<file path="config.mk">
export PLATFORM = sky130hd
export DESIGN_NAME = kway_run_merge_selector_flat
export DESIGN_NICKNAME = d
export VERILOG_FILES = /design/src/rtl/kwms_pkg.sv /design/src/rtl/kwms_if.sv /design/src/rtl/kwms_ctrl.sv /design/src/rtl/kwms_datapath.sv /design/src/rtl/kway_run_merge_selector.sv /design/src/flat_wrapper.sv
export SDC_FILE = /design/constraint.sdc
export NUM_CORES = 2
export LEC_CHECK = 0
export ABC_AREA = 0
export BUFFER_PORTS_ARGS = -buffer_cell sky130_fd_sc_hd__buf_2
export CAP_MARGIN = 20
export CORE_MARGIN = 1
export CORE_UTILIZATION = 40
export CTS_CLUSTER_DIAMETER = 200
export DETAILED_ROUTE_END_ITERATION = 10
export GPL_TIMING_DRIVEN = 0
export PLACE_DENSITY = 0.66
export SETUP_SLACK_MARGIN = 0.2
export SLEW_MARGIN = 5
export SYNTH_ARGS = -nofsm -noshare
export SYNTH_HDL_FRONTEND = slang
export SYNTH_SLANG_ARGS = --single-unit
</file>
<file path="constraint.sdc">
create_clock -name clk -period 32.1 [get_ports clk]
set_clock_uncertainty 0.15 [all_clocks]
set_input_delay 3.21 -clock clk [delete_from_list [all_inputs] [get_ports clk]]
set_output_delay 3.21 -clock clk [all_outputs]
set_load 0.02 [all_outputs]
</file>
<file path="src/rtl/kwms_pkg.sv">
`timescale 1ns / 1ps
// ----------------------------------------------------------------------------
// kwms_pkg
// Shared widths, codes and controller/datapath types of the k-way run merge
// selector.
// ----------------------------------------------------------------------------
package kwms_pkg;

	localparam int LANES_DEF    = 16;
	localparam int KEY_BITS_DEF = 64;

	localparam int CMD_W  = 2;
	localparam int LANE_W = 4;
	localparam int KEY_W  = 64;
	localparam int TAG_W  = 32;
	localparam int LEN_W  = 25;
	localparam int DEST_W = 4;

	// records released per input word at most
	localparam int MAX_OUT    = 16;
	localparam int EMIT_CNT_W = $clog2(MAX_OUT + 1);

	typedef enum logic [CMD_W-1:0] {
		CMD_RECORD  = 2'd0,
		CMD_END     = 2'd1,
		CMD_RESTART = 2'd2
	} kwms_cmd_t;

	typedef enum logic [1:0] {
		ST_IDLE,
		ST_SCAN,
		ST_DECIDE
	} kwms_state_t;

	typedef struct packed {
		logic accept;     // input word taken this cycle
		logic scan_clr;   // restart the head scan
		logic scan_step;  // visit one lane
		logic emit;       // load the winner into the output register
		logic close;      // close the run after an end mark
	} kwms_ctrl_t;

	typedef struct packed {
		logic proceed;    // input word is a record or end mark for a real lane
		logic scan_last;  // scan is at the last lane
		logic out_free;   // output register can take a word
		logic can_close;  // end mark left every lane done with nothing held
		logic can_emit;   // every lane held or done, and a head exists
	} kwms_status_t;

endpackage

</file>
<file path="src/rtl/kwms_if.sv">
`timescale 1ns / 1ps
// ----------------------------------------------------------------------------
// kwms interfaces
// Valid/ready channels of the merge selector: input words, merged records
// and the run length write port.
// ----------------------------------------------------------------------------
interface kwms_in_if;
	import kwms_pkg::*;

	logic             valid;
	logic             ready;
	logic [CMD_W-1:0]  cmd;
	logic [LANE_W-1:0] lane;
	logic [KEY_W-1:0]  record_key;
	logic [TAG_W-1:0]  record_tag;

	modport source (output valid, cmd, lane, record_key, record_tag, input ready);
	modport sink   (input valid, cmd, lane, record_key, record_tag, output ready);
endinterface

interface kwms_out_if;
	import kwms_pkg::*;

	logic              valid;
	logic              ready;
	logic [KEY_W-1:0]  out_key;
	logic [TAG_W-1:0]  out_tag;
	logic [LANE_W-1:0] source_lane;
	logic [DEST_W-1:0] dest_file;
	logic              last_of_run;

	modport source (output valid, out_key, out_tag, source_lane, dest_file, last_of_run,
		input ready);
	modport sink   (input valid, out_key, out_tag, source_lane, dest_file, last_of_run,
		output ready);
endinterface

interface kwms_cfg_if;
	import kwms_pkg::*;

	logic             valid;
	logic             ready;
	logic [LEN_W-1:0] run_length;

	modport source (output valid, run_length, input ready);
	modport sink   (input valid, run_length, output ready);
endinterface

</file>
<file path="src/rtl/kwms_ctrl.sv">
`timescale 1ns / 1ps
// ----------------------------------------------------------------------------
// kwms_ctrl
// Sequencer: takes an input word; for a record or end mark on a real lane it
// runs a lane scan, then emits the winner and rescans, closes the run or idles.
// ----------------------------------------------------------------------------
module kwms_ctrl (
	input  logic                  clk,
	input  logic                  arst_n,
	input  logic                  src_valid,
	output logic                  src_ready,
	input  kwms_pkg::kwms_status_t st,
	output kwms_pkg::kwms_ctrl_t   cmd
);
	import kwms_pkg::*;

	kwms_state_t           state_q, state_d;
	logic [EMIT_CNT_W-1:0] emit_cnt_q;

	always_ff @(posedge clk or negedge arst_n) begin
		if (!arst_n) begin
			state_q <= ST_IDLE;
		end else begin
			state_q <= state_d;
		end
	end

	always_ff @(posedge clk or negedge arst_n) begin
		if (!arst_n) begin
			emit_cnt_q <= '0;
		end else if (cmd.accept) begin
			emit_cnt_q <= '0;
		end else if (cmd.emit) begin
			emit_cnt_q <= emit_cnt_q + EMIT_CNT_W'(1);
		end
	end

	always_comb begin
		state_d   = state_q;
		cmd       = '0;
		src_ready = 1'b0;
		case (state_q)
			ST_IDLE: begin
				src_ready = 1'b1;
				if (src_valid) begin
					cmd.accept = 1'b1;
					if (st.proceed) begin
						cmd.scan_clr = 1'b1;
						state_d      = ST_SCAN;
					end
				end
			end
			ST_SCAN: begin
				cmd.scan_step = 1'b1;
				if (st.scan_last) begin
					state_d = ST_DECIDE;
				end
			end
			ST_DECIDE: begin
				if (st.can_close) begin
					cmd.close = 1'b1;
					state_d   = ST_IDLE;
				end else if (st.can_emit && emit_cnt_q < EMIT_CNT_W'(MAX_OUT)) begin
					// hold here while the output register is occupied
					if (st.out_free) begin
						cmd.emit     = 1'b1;
						cmd.scan_clr = 1'b1;
						state_d      = ST_SCAN;
					end
				end else begin
					state_d = ST_IDLE;
				end
			end
			default: begin
				state_d = ST_IDLE;
			end
		endcase
	end

	a_emit_cap: assert property (@(posedge clk) disable iff (!arst_n)
		emit_cnt_q <= EMIT_CNT_W'(MAX_OUT))
		else $error("emit count above per-word limit");

	a_emit_rescan: assert property (@(posedge clk) disable iff (!arst_n)
		cmd.emit |=> state_q == ST_SCAN)
		else $error("no rescan after emit");

	a_take_scan: assert property (@(posedge clk) disable iff (!arst_n)
		(src_valid && src_ready && st.proceed) |=> (state_q == ST_SCAN && emit_cnt_q == '0))
		else $error("accepted word did not start a scan");

endmodule

</file>
<file path="src/rtl/kwms_datapath.sv">
`timescale 1ns / 1ps
// ----------------------------------------------------------------------------
// kwms_datapath
// Head store, per-lane counters, run index, the one-lane-per-cycle minimum
// scan and the output register.
// ----------------------------------------------------------------------------
module kwms_datapath #(
	parameter int LANES    = kwms_pkg::LANES_DEF,
	parameter int KEY_BITS = kwms_pkg::KEY_BITS_DEF
) (
	input  logic                        clk,
	input  logic                        arst_n,
	input  logic [kwms_pkg::CMD_W-1:0]  in_cmd,
	input  logic [kwms_pkg::LANE_W-1:0] in_lane,
	input  logic [kwms_pkg::KEY_W-1:0]  in_key,
	input  logic [kwms_pkg::TAG_W-1:0]  in_tag,
	input  logic                        cfg_valid,
	input  logic [kwms_pkg::LEN_W-1:0]  cfg_len,
	output logic                        out_valid,
	input  logic                        out_ready,
	output logic [kwms_pkg::KEY_W-1:0]  out_key,
	output logic [kwms_pkg::TAG_W-1:0]  out_tag,
	output logic [kwms_pkg::LANE_W-1:0] out_lane,
	output logic [kwms_pkg::DEST_W-1:0] out_dest,
	output logic                        out_last,
	input  kwms_pkg::kwms_ctrl_t         cmd,
	output kwms_pkg::kwms_status_t       st
);
	import kwms_pkg::*;

	localparam int LW      = $clog2(LANES);
	localparam int LANE_EXT = (LW > LANE_W) ? LW : LANE_W;

	// lane state
	logic [KEY_BITS-1:0] head_key_q [LANES];
	logic [TAG_W-1:0]    head_tag_q [LANES];
	logic [LANES-1:0]    head_valid_q;
	logic [LANES-1:0]    lane_ended_q;
	logic [LEN_W-1:0]    taken_q [LANES];
	logic [LW-1:0]       run_index_q;
	logic [LEN_W-1:0]    run_length_q;
	logic                is_end_q;

	// scan accumulators
	logic [LW-1:0]       scan_idx_q;
	logic [LW-1:0]       best_idx_q;
	logic [KEY_BITS-1:0] best_key_q;
	logic [TAG_W-1:0]    best_tag_q;
	logic                any_q, multi_q, ready_q, all_done_q, any_taken_q;

	// output register
	logic                out_valid_q;
	logic [KEY_W-1:0]    out_key_q;
	logic [TAG_W-1:0]    out_tag_q;
	logic [LANE_W-1:0]   out_lane_q;
	logic [DEST_W-1:0]   out_dest_q;
	logic                out_last_q;

	logic [LANE_EXT-1:0] lane_ext, best_ext, run_ext;
	logic [LW-1:0]       lane_idx;
	logic                lane_ok, restart, rec_take, end_take;
	logic [LEN_W-1:0]    eff_len;
	logic                sc_valid, sc_done, sc_better, last_emit, do_close;
	logic [LW-1:0]       run_next;

	assign lane_ext = LANE_EXT'(in_lane);
	assign lane_idx = lane_ext[LW-1:0];
	assign lane_ok  = 32'(in_lane) < 32'(LANES);
	assign eff_len  = (run_length_q == '0) ? LEN_W'(1) : run_length_q;

	assign restart  = cmd.accept && in_cmd == CMD_RESTART;
	assign rec_take = cmd.accept && lane_ok && in_cmd == CMD_RECORD
		&& !lane_ended_q[lane_idx] && !head_valid_q[lane_idx]
		&& taken_q[lane_idx] < eff_len;
	assign end_take = cmd.accept && lane_ok && in_cmd == CMD_END;

	assign sc_valid  = head_valid_q[scan_idx_q];
	assign sc_done   = lane_ended_q[scan_idx_q] || taken_q[scan_idx_q] >= eff_len;
	assign sc_better = !any_q || head_key_q[scan_idx_q] < best_key_q;

	// winner closes the run when no other head is held and every lane is done
	assign last_emit = all_done_q && !multi_q;
	assign do_close  = cmd.close || (cmd.emit && last_emit);
	assign run_next  = (run_index_q == LW'(LANES - 1)) ? '0 : run_index_q + LW'(1);

	assign st.proceed   = lane_ok && (in_cmd == CMD_RECORD || in_cmd == CMD_END);
	assign st.scan_last = scan_idx_q == LW'(LANES - 1);
	assign st.out_free  = !out_valid_q || out_ready;
	assign st.can_close = is_end_q && any_taken_q && all_done_q && !any_q;
	assign st.can_emit  = ready_q && any_q;

	always_ff @(posedge clk) begin
		if (rec_take) begin
			head_key_q[lane_idx] <= in_key[KEY_BITS-1:0];
			head_tag_q[lane_idx] <= in_tag;
		end
	end

	always_ff @(posedge clk or negedge arst_n) begin
		if (!arst_n) begin
			head_valid_q <= '0;
			lane_ended_q <= '0;
			run_index_q  <= '0;
			is_end_q     <= 1'b0;
			for (int i = 0; i < LANES; i++) begin
				taken_q[i] <= '0;
			end
		end else if (restart) begin
			head_valid_q <= '0;
			lane_ended_q <= '0;
			run_index_q  <= '0;
			is_end_q     <= 1'b0;
			for (int i = 0; i < LANES; i++) begin
				taken_q[i] <= '0;
			end
		end else begin
			if (cmd.accept) begin
				is_end_q <= end_take;
			end
			if (rec_take) begin
				head_valid_q[lane_idx] <= 1'b1;
				taken_q[lane_idx]      <= taken_q[lane_idx] + LEN_W'(1);
			end
			if (end_take) begin
				lane_ended_q[lane_idx] <= 1'b1;
			end
			if (cmd.emit) begin
				head_valid_q[best_idx_q] <= 1'b0;
				is_end_q                 <= 1'b0;
			end
			if (do_close) begin
				run_index_q <= run_next;
				for (int i = 0; i < LANES; i++) begin
					taken_q[i] <= '0;
				end
			end
		end
	end

	always_ff @(posedge clk or negedge arst_n) begin
		if (!arst_n) begin
			run_length_q <= LEN_W'(1);
		end else if (cfg_valid) begin
			run_length_q <= cfg_len;
		end
	end

	always_ff @(posedge clk or negedge arst_n) begin
		if (!arst_n) begin
			scan_idx_q  <= '0;
			any_q       <= 1'b0;
			multi_q     <= 1'b0;
			ready_q     <= 1'b0;
			all_done_q  <= 1'b0;
			any_taken_q <= 1'b0;
		end else if (cmd.scan_clr) begin
			scan_idx_q  <= '0;
			any_q       <= 1'b0;
			multi_q     <= 1'b0;
			ready_q     <= 1'b1;
			all_done_q  <= 1'b1;
			any_taken_q <= 1'b0;
		end else if (cmd.scan_step) begin
			scan_idx_q  <= scan_idx_q + LW'(1);
			ready_q     <= ready_q && (sc_valid || sc_done);
			all_done_q  <= all_done_q && sc_done;
			any_taken_q <= any_taken_q || taken_q[scan_idx_q] != '0;
			if (sc_valid) begin
				any_q   <= 1'b1;
				multi_q <= multi_q || any_q;
			end
		end
	end

	// strict compare keeps the lowest lane on equal keys
	always_ff @(posedge clk) begin
		if (cmd.scan_step && sc_valid && sc_better) begin
			best_idx_q <= scan_idx_q;
			best_key_q <= head_key_q[scan_idx_q];
			best_tag_q <= head_tag_q[scan_idx_q];
		end
	end

	assign best_ext = LANE_EXT'(best_idx_q);
	assign run_ext  = LANE_EXT'(run_index_q);

	always_ff @(posedge clk or negedge arst_n) begin
		if (!arst_n) begin
			out_valid_q <= 1'b0;
		end else if (cmd.emit) begin
			out_valid_q <= 1'b1;
		end else if (out_ready) begin
			out_valid_q <= 1'b0;
		end
	end

	always_ff @(posedge clk) begin
		if (cmd.emit) begin
			out_key_q  <= KEY_W'(best_key_q);
			out_tag_q  <= best_tag_q;
			out_lane_q <= best_ext[LANE_W-1:0];
			out_dest_q <= run_ext[DEST_W-1:0];
			out_last_q <= last_emit;
		end
	end

	assign out_valid = out_valid_q;
	assign out_key   = out_key_q;
	assign out_tag   = out_tag_q;
	assign out_lane  = out_lane_q;
	assign out_dest  = out_dest_q;
	assign out_last  = out_last_q;

	a_emit_room: assert property (@(posedge clk) disable iff (!arst_n)
		cmd.emit |-> (st.out_free && any_q && ready_q))
		else $error("emit without room or without a winner");

	a_emit_shown: assert property (@(posedge clk) disable iff (!arst_n)
		cmd.emit |=> out_valid_q)
		else $error("emitted word not presented");

	a_run_moves: assert property (@(posedge clk) disable iff (!arst_n)
		!$stable(run_index_q) |-> $past(do_close || restart))
		else $error("run index moved without close or restart");

endmodule

</file>
<file path="src/rtl/kway_run_merge_selector.sv">
`timescale 1ns / 1ps
// ----------------------------------------------------------------------------
// kway_run_merge_selector
// K-way run merge: holds one head per lane and emits the smallest once every
// lane holds a head or is done.
// ----------------------------------------------------------------------------
// One input word at a time. A word is accepted in the idle state, then every
// scan visits the lanes one per cycle and ends in a decision state; each
// record released starts a new scan, and the decision waits while the output
// is stalled. A restart, an unused command or an out-of-range lane is taken
// without a scan. At most 16 records leave per word; more waiting ones follow
// the next record or end mark. The output register lets the next word in
// while a record waits. run_length is written over cfg; the user must write
// it only while the block is idle, which the block itself does not enforce.
module kway_run_merge_selector #(
	parameter int LANES    = kwms_pkg::LANES_DEF,
	parameter int KEY_BITS = kwms_pkg::KEY_BITS_DEF
) (
	input logic          clk,
	input logic          arst_n,
	kwms_in_if.sink      src,
	kwms_out_if.source   dst,
	kwms_cfg_if.sink     cfg
);
	import kwms_pkg::*;

	kwms_ctrl_t   cmd;
	kwms_status_t st;

	assign cfg.ready = 1'b1;

	kwms_ctrl u_ctrl (
		.clk       (clk),
		.arst_n    (arst_n),
		.src_valid (src.valid),
		.src_ready (src.ready),
		.st        (st),
		.cmd       (cmd)
	);

	kwms_datapath #(
		.LANES    (LANES),
		.KEY_BITS (KEY_BITS)
	) u_dp (
		.clk       (clk),
		.arst_n    (arst_n),
		.in_cmd    (src.cmd),
		.in_lane   (src.lane),
		.in_key    (src.record_key),
		.in_tag    (src.record_tag),
		.cfg_valid (cfg.valid),
		.cfg_len   (cfg.run_length),
		.out_valid (dst.valid),
		.out_ready (dst.ready),
		.out_key   (dst.out_key),
		.out_tag   (dst.out_tag),
		.out_lane  (dst.source_lane),
		.out_dest  (dst.dest_file),
		.out_last  (dst.last_of_run),
		.cmd       (cmd),
		.st        (st)
	);

endmodule

</file>
<file path="src/flat_wrapper.sv">
// flat-port wrapper written by rule: the top's interface ports become plain ports
module kway_run_merge_selector_flat import kwms_pkg::*;
#(
	parameter int LANES    = kwms_pkg::LANES_DEF,
	parameter int KEY_BITS = kwms_pkg::KEY_BITS_DEF
)
  (clk, arst_n, src_valid, src_cmd, src_lane, src_record_key, src_record_tag, src_ready, dst_valid, dst_out_key, dst_out_tag, dst_source_lane, dst_dest_file, dst_last_of_run, dst_ready, cfg_valid, cfg_run_length, cfg_ready);
  kwms_in_if src_i ();
  kwms_out_if dst_i ();
  kwms_cfg_if cfg_i ();
  input logic clk;
  input logic arst_n;
  input wire logic [$bits(src_i.valid)-1:0] src_valid;
  input wire logic [$bits(src_i.cmd)-1:0] src_cmd;
  input wire logic [$bits(src_i.lane)-1:0] src_lane;
  input wire logic [$bits(src_i.record_key)-1:0] src_record_key;
  input wire logic [$bits(src_i.record_tag)-1:0] src_record_tag;
  output wire logic [$bits(src_i.ready)-1:0] src_ready;
  output wire logic [$bits(dst_i.valid)-1:0] dst_valid;
  output wire logic [$bits(dst_i.out_key)-1:0] dst_out_key;
  output wire logic [$bits(dst_i.out_tag)-1:0] dst_out_tag;
  output wire logic [$bits(dst_i.source_lane)-1:0] dst_source_lane;
  output wire logic [$bits(dst_i.dest_file)-1:0] dst_dest_file;
  output wire logic [$bits(dst_i.last_of_run)-1:0] dst_last_of_run;
  input wire logic [$bits(dst_i.ready)-1:0] dst_ready;
  input wire logic [$bits(cfg_i.valid)-1:0] cfg_valid;
  input wire logic [$bits(cfg_i.run_length)-1:0] cfg_run_length;
  output wire logic [$bits(cfg_i.ready)-1:0] cfg_ready;
  assign src_i.valid = src_valid;
  assign src_i.cmd = src_cmd;
  assign src_i.lane = src_lane;
  assign src_i.record_key = src_record_key;
  assign src_i.record_tag = src_record_tag;
  assign src_ready = src_i.ready;
  assign dst_valid = dst_i.valid;
  assign dst_out_key = dst_i.out_key;
  assign dst_out_tag = dst_i.out_tag;
  assign dst_source_lane = dst_i.source_lane;
  assign dst_dest_file = dst_i.dest_file;
  assign dst_last_of_run = dst_i.last_of_run;
  assign dst_i.ready = dst_ready;
  assign cfg_i.valid = cfg_valid;
  assign cfg_i.run_length = cfg_run_length;
  assign cfg_ready = cfg_i.ready;
  kway_run_merge_selector #(.LANES(LANES), .KEY_BITS(KEY_BITS)) u_core (.clk(clk), .arst_n(arst_n), .src(src_i), .dst(dst_i), .cfg(cfg_i));
endmodule
</file>
# After elaboration in Yosys (flattened, before gate mapping)
# Memory sizes are Yosys's and may differ from the RTL's. A register that Yosys moved wholly into a read port is not among the register bits.
# Index checks and enable logic that the tools add are counted.
# word_totals
reg_bits	652
ramBits	1536
in_bits	132
out_inout_bits	108
word_cells	193
memories	2
# mem_list
memory	depth	width	rd	rd_ports_with_merged_regs	write_ports	line	source
u_core.u_dp.head_key_q	16	64	1	0	1	kwms_datapath.sv:35	logic [KEY_BITS-1:0] head_key_q [LANES];
u_core.u_dp.head_tag_q	16	32	1	1	1	kwms_datapath.sv:36	logic [TAG_W-1:0] head_tag_q [LANES];
# classes
add_sub_neg	4
n_lt_le_gt_ge	12
n_eq_ne	10
muxes	75
n_bitwise	6
reduce_logical	47
# op_table
op	count
$mux W400	3
$bwmux W400	1
$bmux W25 S4	2
$mux W25	6
$demux W25 S4	1
$mux W16	6
$lt A64 B64 Y1	1
$mux W1	33
$or A16 B16 Y16	2
$add A25 B1 Y25 const B	1
$ge A25 B25 Y1	1
$logic_not A25 Y1	1
$lt A25 B25 Y1	1
$reduce_bool A25 Y1	1
$logic_and A1 B1 Y1	20
$mux W4	5
$and A16 B16 Y16	1
$bmux W1 S4	4
$mux W2	8
$not A16 Y16	1
$lt A4 B5 Y1 const B	3
$reduce_bool A2 Y1	6
$ge A5 B5 Y1 const B	2
$mux W5	2
other kinds (21)	42

# Longest topological paths before layout
# logic_depth
word_depth	14
ltp_mapped	22
ltp_nobuf	14

# Modules after synthesis
# Synthesis repeated with hierarchy kept, for this count alone.
# hier_totals
cells_unflattened	4458
area_unflattened_um2	91660.4
# modules_own_cells
mod	n_inst	cells_each	area_per_inst_um2	seq_area_each_um2
kwms_datapath	1	4416	91253.8	64092.7
kwms_ctrl	1	40	395.4	175.2
kway_run_merge_selector	1	2	11.3	0.0

# Least setup slack after synthesis
# OpenSTA, ideal clock, no wires.
# synth_path
path_type	reg2reg
start	reg u_core.u_dp.scan_idx_q[0]
end	reg u_core.u_dp.best_idx_q[0], in the netlist u_core.u_dp.best_ext[0] (enable)
t_arrival_ns	9.463
required_time_ns	31.358
setup_slack_ns	21.895
path_stages_with_launch	18
path_buffers	6
period_less_slack_ns	10.205
path_cell_list	dfrtp_1 > buf_4 > buf_4 > buf_4 > buf_2 > buf_2 > buf_1 > mux4_2 > mux4_2 > ha_1 > a21o_1 > a21o_1 > a21o_1 > a221oi_1 > o21ai_0 > o31ai_1 > o211ai_1 > a21oi_1
# synth_between
elab_chain_len	4
word_cells_on_any_way	7
classes_between	1 x order compare; 2 x mux; 3 x reduce/logical; 1 x memory
# synth_lines
item	line	source
start: declaration	kwms_datapath.sv:45	logic [LW-1:0] scan_idx_q;
start signal: assignment	kwms_datapath.sv:164	scan_idx_q <= scan_idx_q + LW'(1);
$mem_v2 Z16 W64 or $bmux W1 S4 (tied branches)	-	
$lt A64 B64 Y1 or $mux W1 (tied branches)	kwms_datapath.sv:79, kwms_datapath.sv:77	
$logic_or A1 B1 Y1 or $logic_and A1 B1 Y1 (tied branches)	kwms_datapath.sv:79, kwms_datapath.sv:177	
$logic_and A1 B1 Y1 (*)	kwms_datapath.sv:177	if (cmd.scan_step && sc_valid && sc_better) begin
end signal: assignment	kwms_datapath.sv:178	best_idx_q <= scan_idx_q;
end: declaration	kwms_datapath.sv:46	logic [LW-1:0] best_idx_q;
# Every way passes the cells marked *; elsewhere a longest branch is shown, timed or not. The select of a mux whose other input is x is not followed.
# A chain may end at the register's enable or synchronous reset.

# Final worst setup path
# layout_path
start	in src_lane[1]
end	mem u_core.u_dp.head_tag_q[11][8] (enable)
# layout_between
elab_chain_len	8
word_cells_on_any_way	16
classes_between	1 x order compare; 9 x mux; 1 x bitwise; 5 x reduce/logical
# layout_lines
item	line	source
start: declaration	flat_wrapper.sv:15	input wire logic [$bits(src_i.lane)-1:0] src_lane;
$not A4 Y5 (not written as such) or $bmux W1 S4 (tied branches)	kwms_datapath.sv:74, kwms_datapath.sv:73	
$bmux W25 S4 or $mux W1 (tied branches)	kwms_datapath.sv:74, kwms_datapath.sv:73	
$mux W25 (not written as such) or $logic_not A1 Y1 (tied branches)	kwms_datapath.sv:74, kwms_datapath.sv:73	
$mux W25 (not written as such) or $logic_and A1 B1 Y1 (tied branches)	kwms_datapath.sv:74, kwms_datapath.sv:73	
$lt A25 B25 Y1 or $logic_and A1 B1 Y1 (tied branches)	kwms_datapath.sv:74, kwms_datapath.sv:73	
$logic_and A1 B1 Y1	kwms_datapath.sv:74	&& taken_q[lane_idx] < eff_len;
$mux W1	kwms_datapath.sv:93	if (rec_take) begin
$mux W1 (not written as such)	kwms_datapath.sv:95	head_tag_q[lane_idx] <= in_tag;
end: declaration	kwms_datapath.sv:36	
# Several ways; a longest one is shown, not always the timed one. The select of a mux whose other input is x is not followed.

==> report_table.html <==
<table>
<tr><th>Metric</th><th>Value</th></tr>
<tr><th colspan="2">Run status</th></tr>
<tr><td>Result of the run</td><td>finished, final reports clean</td></tr>
<tr><th colspan="2">Placement</th></tr>
<tr><td>Final weighted congestion in routability-driven placement</td><td>around 0.99</td></tr>
<tr><td>Port bufs</td><td>between 200 and 250</td></tr>
<tr><td>Final HPWL from detailed placement</td><td>between 150 and 200 mm</td></tr>
<tr><td>Cell count after placement</td><td>a little over 8000</td></tr>
<tr><th colspan="2">Setup path</th></tr>
<tr><td>Start point of the critical path</td><td>src_lane[1]</td></tr>
<tr><td>Arrival time of data at the critical path endpoint</td><td>10730 ps</td></tr>
<tr><td>Required time of the critical path</td><td>about 32000 ps</td></tr>
<tr><td>Peak fanout along the critical path</td><td>roughly 70</td></tr>
<tr><td>Capturing element type of the critical path</td><td>flop</td></tr>
<tr><td>Beginning of the worst register-to-register path</td><td>u_core.u_dp.scan_idx_q[1]</td></tr>
<tr><td>Setup CP Type</td><td>input pin to flop</td></tr>
<tr><td>Category of the worst setup path launch point</td><td>input pin</td></tr>
<tr><th colspan="2">Finish</th></tr>
<tr><td>Number of fill cells in the layout</td><td>about 19000</td></tr>
<tr><td>Core utilization of the finished layout</td><td>46.3%</td></tr>
<tr><td>Share of final-layout standard cells stronger than drive strength 1</td><td>between 20% and 30%</td></tr>
<tr><td>Layout-stage area growth over the synthesis result</td><td>15.0%</td></tr>
<tr><td>Most common cell after layout, fill and taps aside</td><td>sky130_fd_sc_hd__edfxtp_1</td></tr>
<tr><td>Number of cells in the finished layout apart from fillers</td><td>8739</td></tr>
<tr><td>Number of nets in the layout</td><td>5764</td></tr>
<tr><td>Highest-count cells in the layout ignoring fill and taps</td><td>1741 x sky130_fd_sc_hd__edfxtp_1, 683 x sky130_fd_sc_hd__mux4_2, 478 x sky130_fd_sc_hd__dfrtp_1</td></tr>
<tr><th colspan="2">Power</th></tr>
<tr><td>Static leakage power</td><td>between 0.03 and 0.04 uW</td></tr>
<tr><td>Part of the total power dissipated in sequential elements</td><td>40.5%</td></tr>
<tr><td>Largest voltage drop on the vdd net</td><td>0.0456 mV</td></tr>
<tr><td>Pwr Density</td><td>a little under 80 mW/mm^2</td></tr>
<tr><td>Comb pwr share</td><td>28.7%</td></tr>
<tr><td>Internal power summed over all cells</td><td>between 5000 and 6000 uW</td></tr>
<tr><td>Clock power frac</td><td>a little under a third</td></tr>
<tr><td>Proportion of total power due to net switching</td><td>31.4%</td></tr>
<tr><td>Net switching power</td><td>around 2600 uW</td></tr>
<tr><th colspan="2">Hold path</th></tr>
<tr><td>Start point of the worst hold path</td><td>u_core.u_dp.best_tag_q[10]</td></tr>
<tr><td>Type of the worst min-delay path</td><td>flop to flop</td></tr>
<tr><th colspan="2">GRT</th></tr>
<tr><td>Overall fraction of global-route tracks in use</td><td>about a quarter</td></tr>
<tr><td>Overflow left after global routing</td><td>0</td></tr>
<tr><td>Wire length of the first global-routing pass</td><td>~410 mm</td></tr>
<tr><td>Vias in the first global route</td><td>around 53000</td></tr>
<tr><td>Number of antenna violations at the first check in global routing</td><td>61</td></tr>
<tr><td>Maximum number of pins on one net before global-route repair</td><td>approximately 110</td></tr>
<tr><th colspan="2">Logic synthesis</th></tr>
<tr><td>Net count of the mapped netlist</td><td>5218</td></tr>
<tr><td>Cell Area, Synth</td><td>0.0928 mm^2</td></tr>
<tr><td>Post-synth EDFFs</td><td>between 1500 and 2000</td></tr>
<tr><td>Cell count after synthesis</td><td>slightly below 5000</td></tr>
<tr><td>Synth async-reset ratio</td><td>approximately 22%</td></tr>
<tr><td>Most common flop cell mapped by yosys</td><td>sky130_fd_sc_hd__edfxtp_1</td></tr>
<tr><td>Register bit count reported by yosys</td><td>2220</td></tr>
<tr><td>Portion of the post-synthesis area used by sequential elements</td><td>approximately 69%</td></tr>
<tr><td>Distinct cell type count of the synthesized netlist</td><td>99</td></tr>
<tr><td>Count of warnings emitted by yosys</td><td>0</td></tr>
<tr><td>Average cell area after synthesis</td><td>about 19 um^2</td></tr>
<tr><th colspan="2">Die</th></tr>
<tr><td>Number of top-level design ports</td><td>240</td></tr>
<tr><td>Y dimension of the die</td><td>about 480 um</td></tr>
<tr><td>Die Span X</td><td>484 um</td></tr>
<tr><td>Floorplan die area</td><td>between 0.2 and 0.25 mm^2</td></tr>
<tr><td>Initial cell density of the core</td><td>between 40 and 50%</td></tr>
<tr><td>Total core area</td><td>roughly 0.23 mm^2</td></tr>
<tr><td>Cell Rows</td><td>between 150 and 200</td></tr>
<tr><th colspan="2">Timing</th></tr>
<tr><td>Setup tns final</td><td>0 ps</td></tr>
<tr><td>Worst Max-Slew Pin Slew</td><td>about 1300 ps</td></tr>
<tr><td>Number of hold violations in the final report</td><td>0</td></tr>
<tr><td>Fin. max-slew vios</td><td>0</td></tr>
<tr><td>Post-route worst hold slack</td><td>271 ps</td></tr>
<tr><td>Worst-case headroom to the max-slew limit</td><td>around 14%</td></tr>
<tr><td>Final count of negative-setup-slack endpoints</td><td>0</td></tr>
<tr><td>Post-layout min period</td><td>just over 10000 ps</td></tr>
<tr><td>Final worst-path cycle share</td><td>between 30% and 40%</td></tr>
<tr><td>Setup repair after global routing missed its margin</td><td>no</td></tr>
<tr><td>Achievable Freq</td><td>between 90 and 100 MHz</td></tr>
<tr><th colspan="2">CTS</th></tr>
<tr><td>Buffers inserted by post-CTS timing repair</td><td>0</td></tr>
<tr><td>TritonCTS buffer count</td><td>around 220</td></tr>
<tr><td>Maximum clock insertion buffer count</td><td>3</td></tr>
<tr><td>Clock slew at the register clock pins of the worst setup and hold paths</td><td>~60 ps</td></tr>
<tr><td>Clock net sink count</td><td>2220</td></tr>
<tr><td>Level count of the clock H-tree</td><td>4</td></tr>
<tr><td>Root buf cell</td><td>sky130_fd_sc_hd__clkbuf_16</td></tr>
<tr><td>Clk_lat worst skew</td><td>about 900 ps</td></tr>
<tr><td>Cells resized by post-CTS repair</td><td>0</td></tr>
<tr><td>Clock tree from TritonCTS</td><td>built</td></tr>
<tr><td>CTS Hold Bufs</td><td>0</td></tr>
<tr><th colspan="2">Route</th></tr>
<tr><td>Mean number of vias per cell</td><td>6.19</td></tr>
<tr><td>Mean routed wirelength per cell</td><td>34.0 um</td></tr>
<tr><td>First-pass detailed-route iteration total</td><td>5</td></tr>
<tr><td>Residual DRC count</td><td>0</td></tr>
<tr><td>Via count</td><td>~54000</td></tr>
<tr><td>ANT nets after route</td><td>0</td></tr>
<tr><td>Final Routed Wirelength</td><td>around 300 mm</td></tr>
<tr><td>Drt first-iter violations</td><td>7158</td></tr>
<tr><th colspan="2">Job</th></tr>
<tr><td>Max-cap violations</td><td>0</td></tr>
</table>
==> flip-flops by register name, indices dropped and copies added, names as in the netlist, 25 cells and up <==
signal                    cells
u_core.u_dp.run_length_q     25
u_core.u_dp.head_key_q     1024
u_core.u_dp.out_tag          32
u_core.u_dp.best_tag_q       32
u_core.u_dp.head_tag_q      512
u_core.u_dp.taken_q         400
u_core.u_dp.best_key_q       64
u_core.u_dp.out_key          64
==> area by class of cell <==
| cell class | instances | area [um^2] | area share, % |
|---|---|---|---|
| inverters | 105 | 399 | 0.374 |
| clock buffers | 287 | 5890 | 5.52 |
| plain buffers | 319 | 1780 | 1.67 |
| well taps | 3026 | 3790 | 3.55 |
| clock inverters | 111 | 1160 | 1.09 |
| multi-input cells | 2326 | 26500 | 24.8 |
| repair buffers | 328 | 2860 | 2.68 |
| diodes | 17 | 42.5 | 0.0399 |
| flip-flops and latches | 2220 | 64300 | 60.2 |
==> worst paths after layout <==
path                                                      end  slack (ps)  depth (start not counted)
min in group asynchronous         u_core.u_dp.run_length_q[2]        2220                          1
worst min register to register        u_core.u_dp.out_tag[10]         270                          0
worst min-delay path                  u_core.u_dp.out_tag[10]         270                          0
worst max-delay path            u_core.u_dp.head_tag_q[11][8]       21720                         21
max in group asynchronous            u_core.u_dp.taken_q[390]       27510                          4
worst max register to register     u_core.u_dp.best_tag_q[30]       22070                         20
==> cells by family (layout without fill, tap and decap cells) <==
family                   Yosys count  in the layout  share of synthesized area [%]
buffers and inverters            424           1150                           2.20
adder cells (fa/ha/maj)          116            116                           1.56
AND/OR/NAND/NOR                  589            589                           3.33
flip-flops                      2220           2220                           69.3
XOR/XNOR                          26             26                          0.371
multiplexers                     746            746                           17.7
AO/OA/AOI/OAI                    848            848                           5.61
other                              1             18                        0.00404
==> synth_stat cells (45+ instances only) <==
cell type,instances,area [um^2]
sky130_fd_sc_hd__mux4_2,683,15400
sky130_fd_sc_hd__edfxtp_1,1741,52300
sky130_fd_sc_hd__buf_1,45,169
sky130_fd_sc_hd__o21ai_0,323,1620
sky130_fd_sc_hd__inv_1,100,375
sky130_fd_sc_hd__a21oi_1,207,1040
sky130_fd_sc_hd__nand3_1,140,701
sky130_fd_sc_hd__clkbuf_1,157,589
sky130_fd_sc_hd__nand2_1,147,552
sky130_fd_sc_hd__ha_1,116,1450
sky130_fd_sc_hd__dfrtp_1,478,12000
sky130_fd_sc_hd__nor2_1,105,394
sky130_fd_sc_hd__buf_2,71,355
==> stage by stage <==
step	cell area (um^2)	setup WS, ps	power [uW]
global placement	97800	12980	5630
global route	107000	21790	8470
finish	107000	21720	8230
floorplan	92800	21900	4750
detailed placement	99400	21130	5700
CTS	106000	22050	8220
==> metal layers <==
metal  global-route usage (%)  vias up  wire length (um)  share of wire [%]
met1                     34.7    28854            119000                 40
met3                     6.08      593             28900                9.7
met4                     8.66       50             10500                3.6
met5                        0        -               311               0.10
met2                     39.0     3136            138000                 47
li1                         -    21443                 -                  -
==> power by group through the flow <==
stage | clock network, uW | registers [uW] | logic, uW
after floorplan | 0 | 3350 | 1390
after global placement | 0 | 3390 | 2240
after detailed placement | 0 | 3380 | 2320
after CTS | 2560 | 3330 | 2330
after global routing | 2670 | 3340 | 2460
final | 2540 | 3330 | 2360
==> worst max-delay path: stages <==
cell and delay, ps:
sky130_fd_sc_hd__buf_2 120, sky130_fd_sc_hd__buf_4 270, sky130_fd_sc_hd__buf_4 300, sky130_fd_sc_hd__buf_2 380
sky130_fd_sc_hd__clkbuf_8 290, sky130_fd_sc_hd__buf_2 390, sky130_fd_sc_hd__buf_2 320, sky130_fd_sc_hd__mux4_2 330
sky130_fd_sc_hd__mux4_2 600, sky130_fd_sc_hd__ha_1 230, sky130_fd_sc_hd__nor2_1 90, sky130_fd_sc_hd__o21ai_0 90
sky130_fd_sc_hd__nor4_1 590, sky130_fd_sc_hd__nand3_1 240, sky130_fd_sc_hd__or2_1 270, sky130_fd_sc_hd__buf_2 170
sky130_fd_sc_hd__nor2_2 260, sky130_fd_sc_hd__nand3_1 650, sky130_fd_sc_hd__inv_2 770, sky130_fd_sc_hd__buf_8 460
sky130_fd_sc_hd__buf_16 450
(Power assumes the default switching activity.)
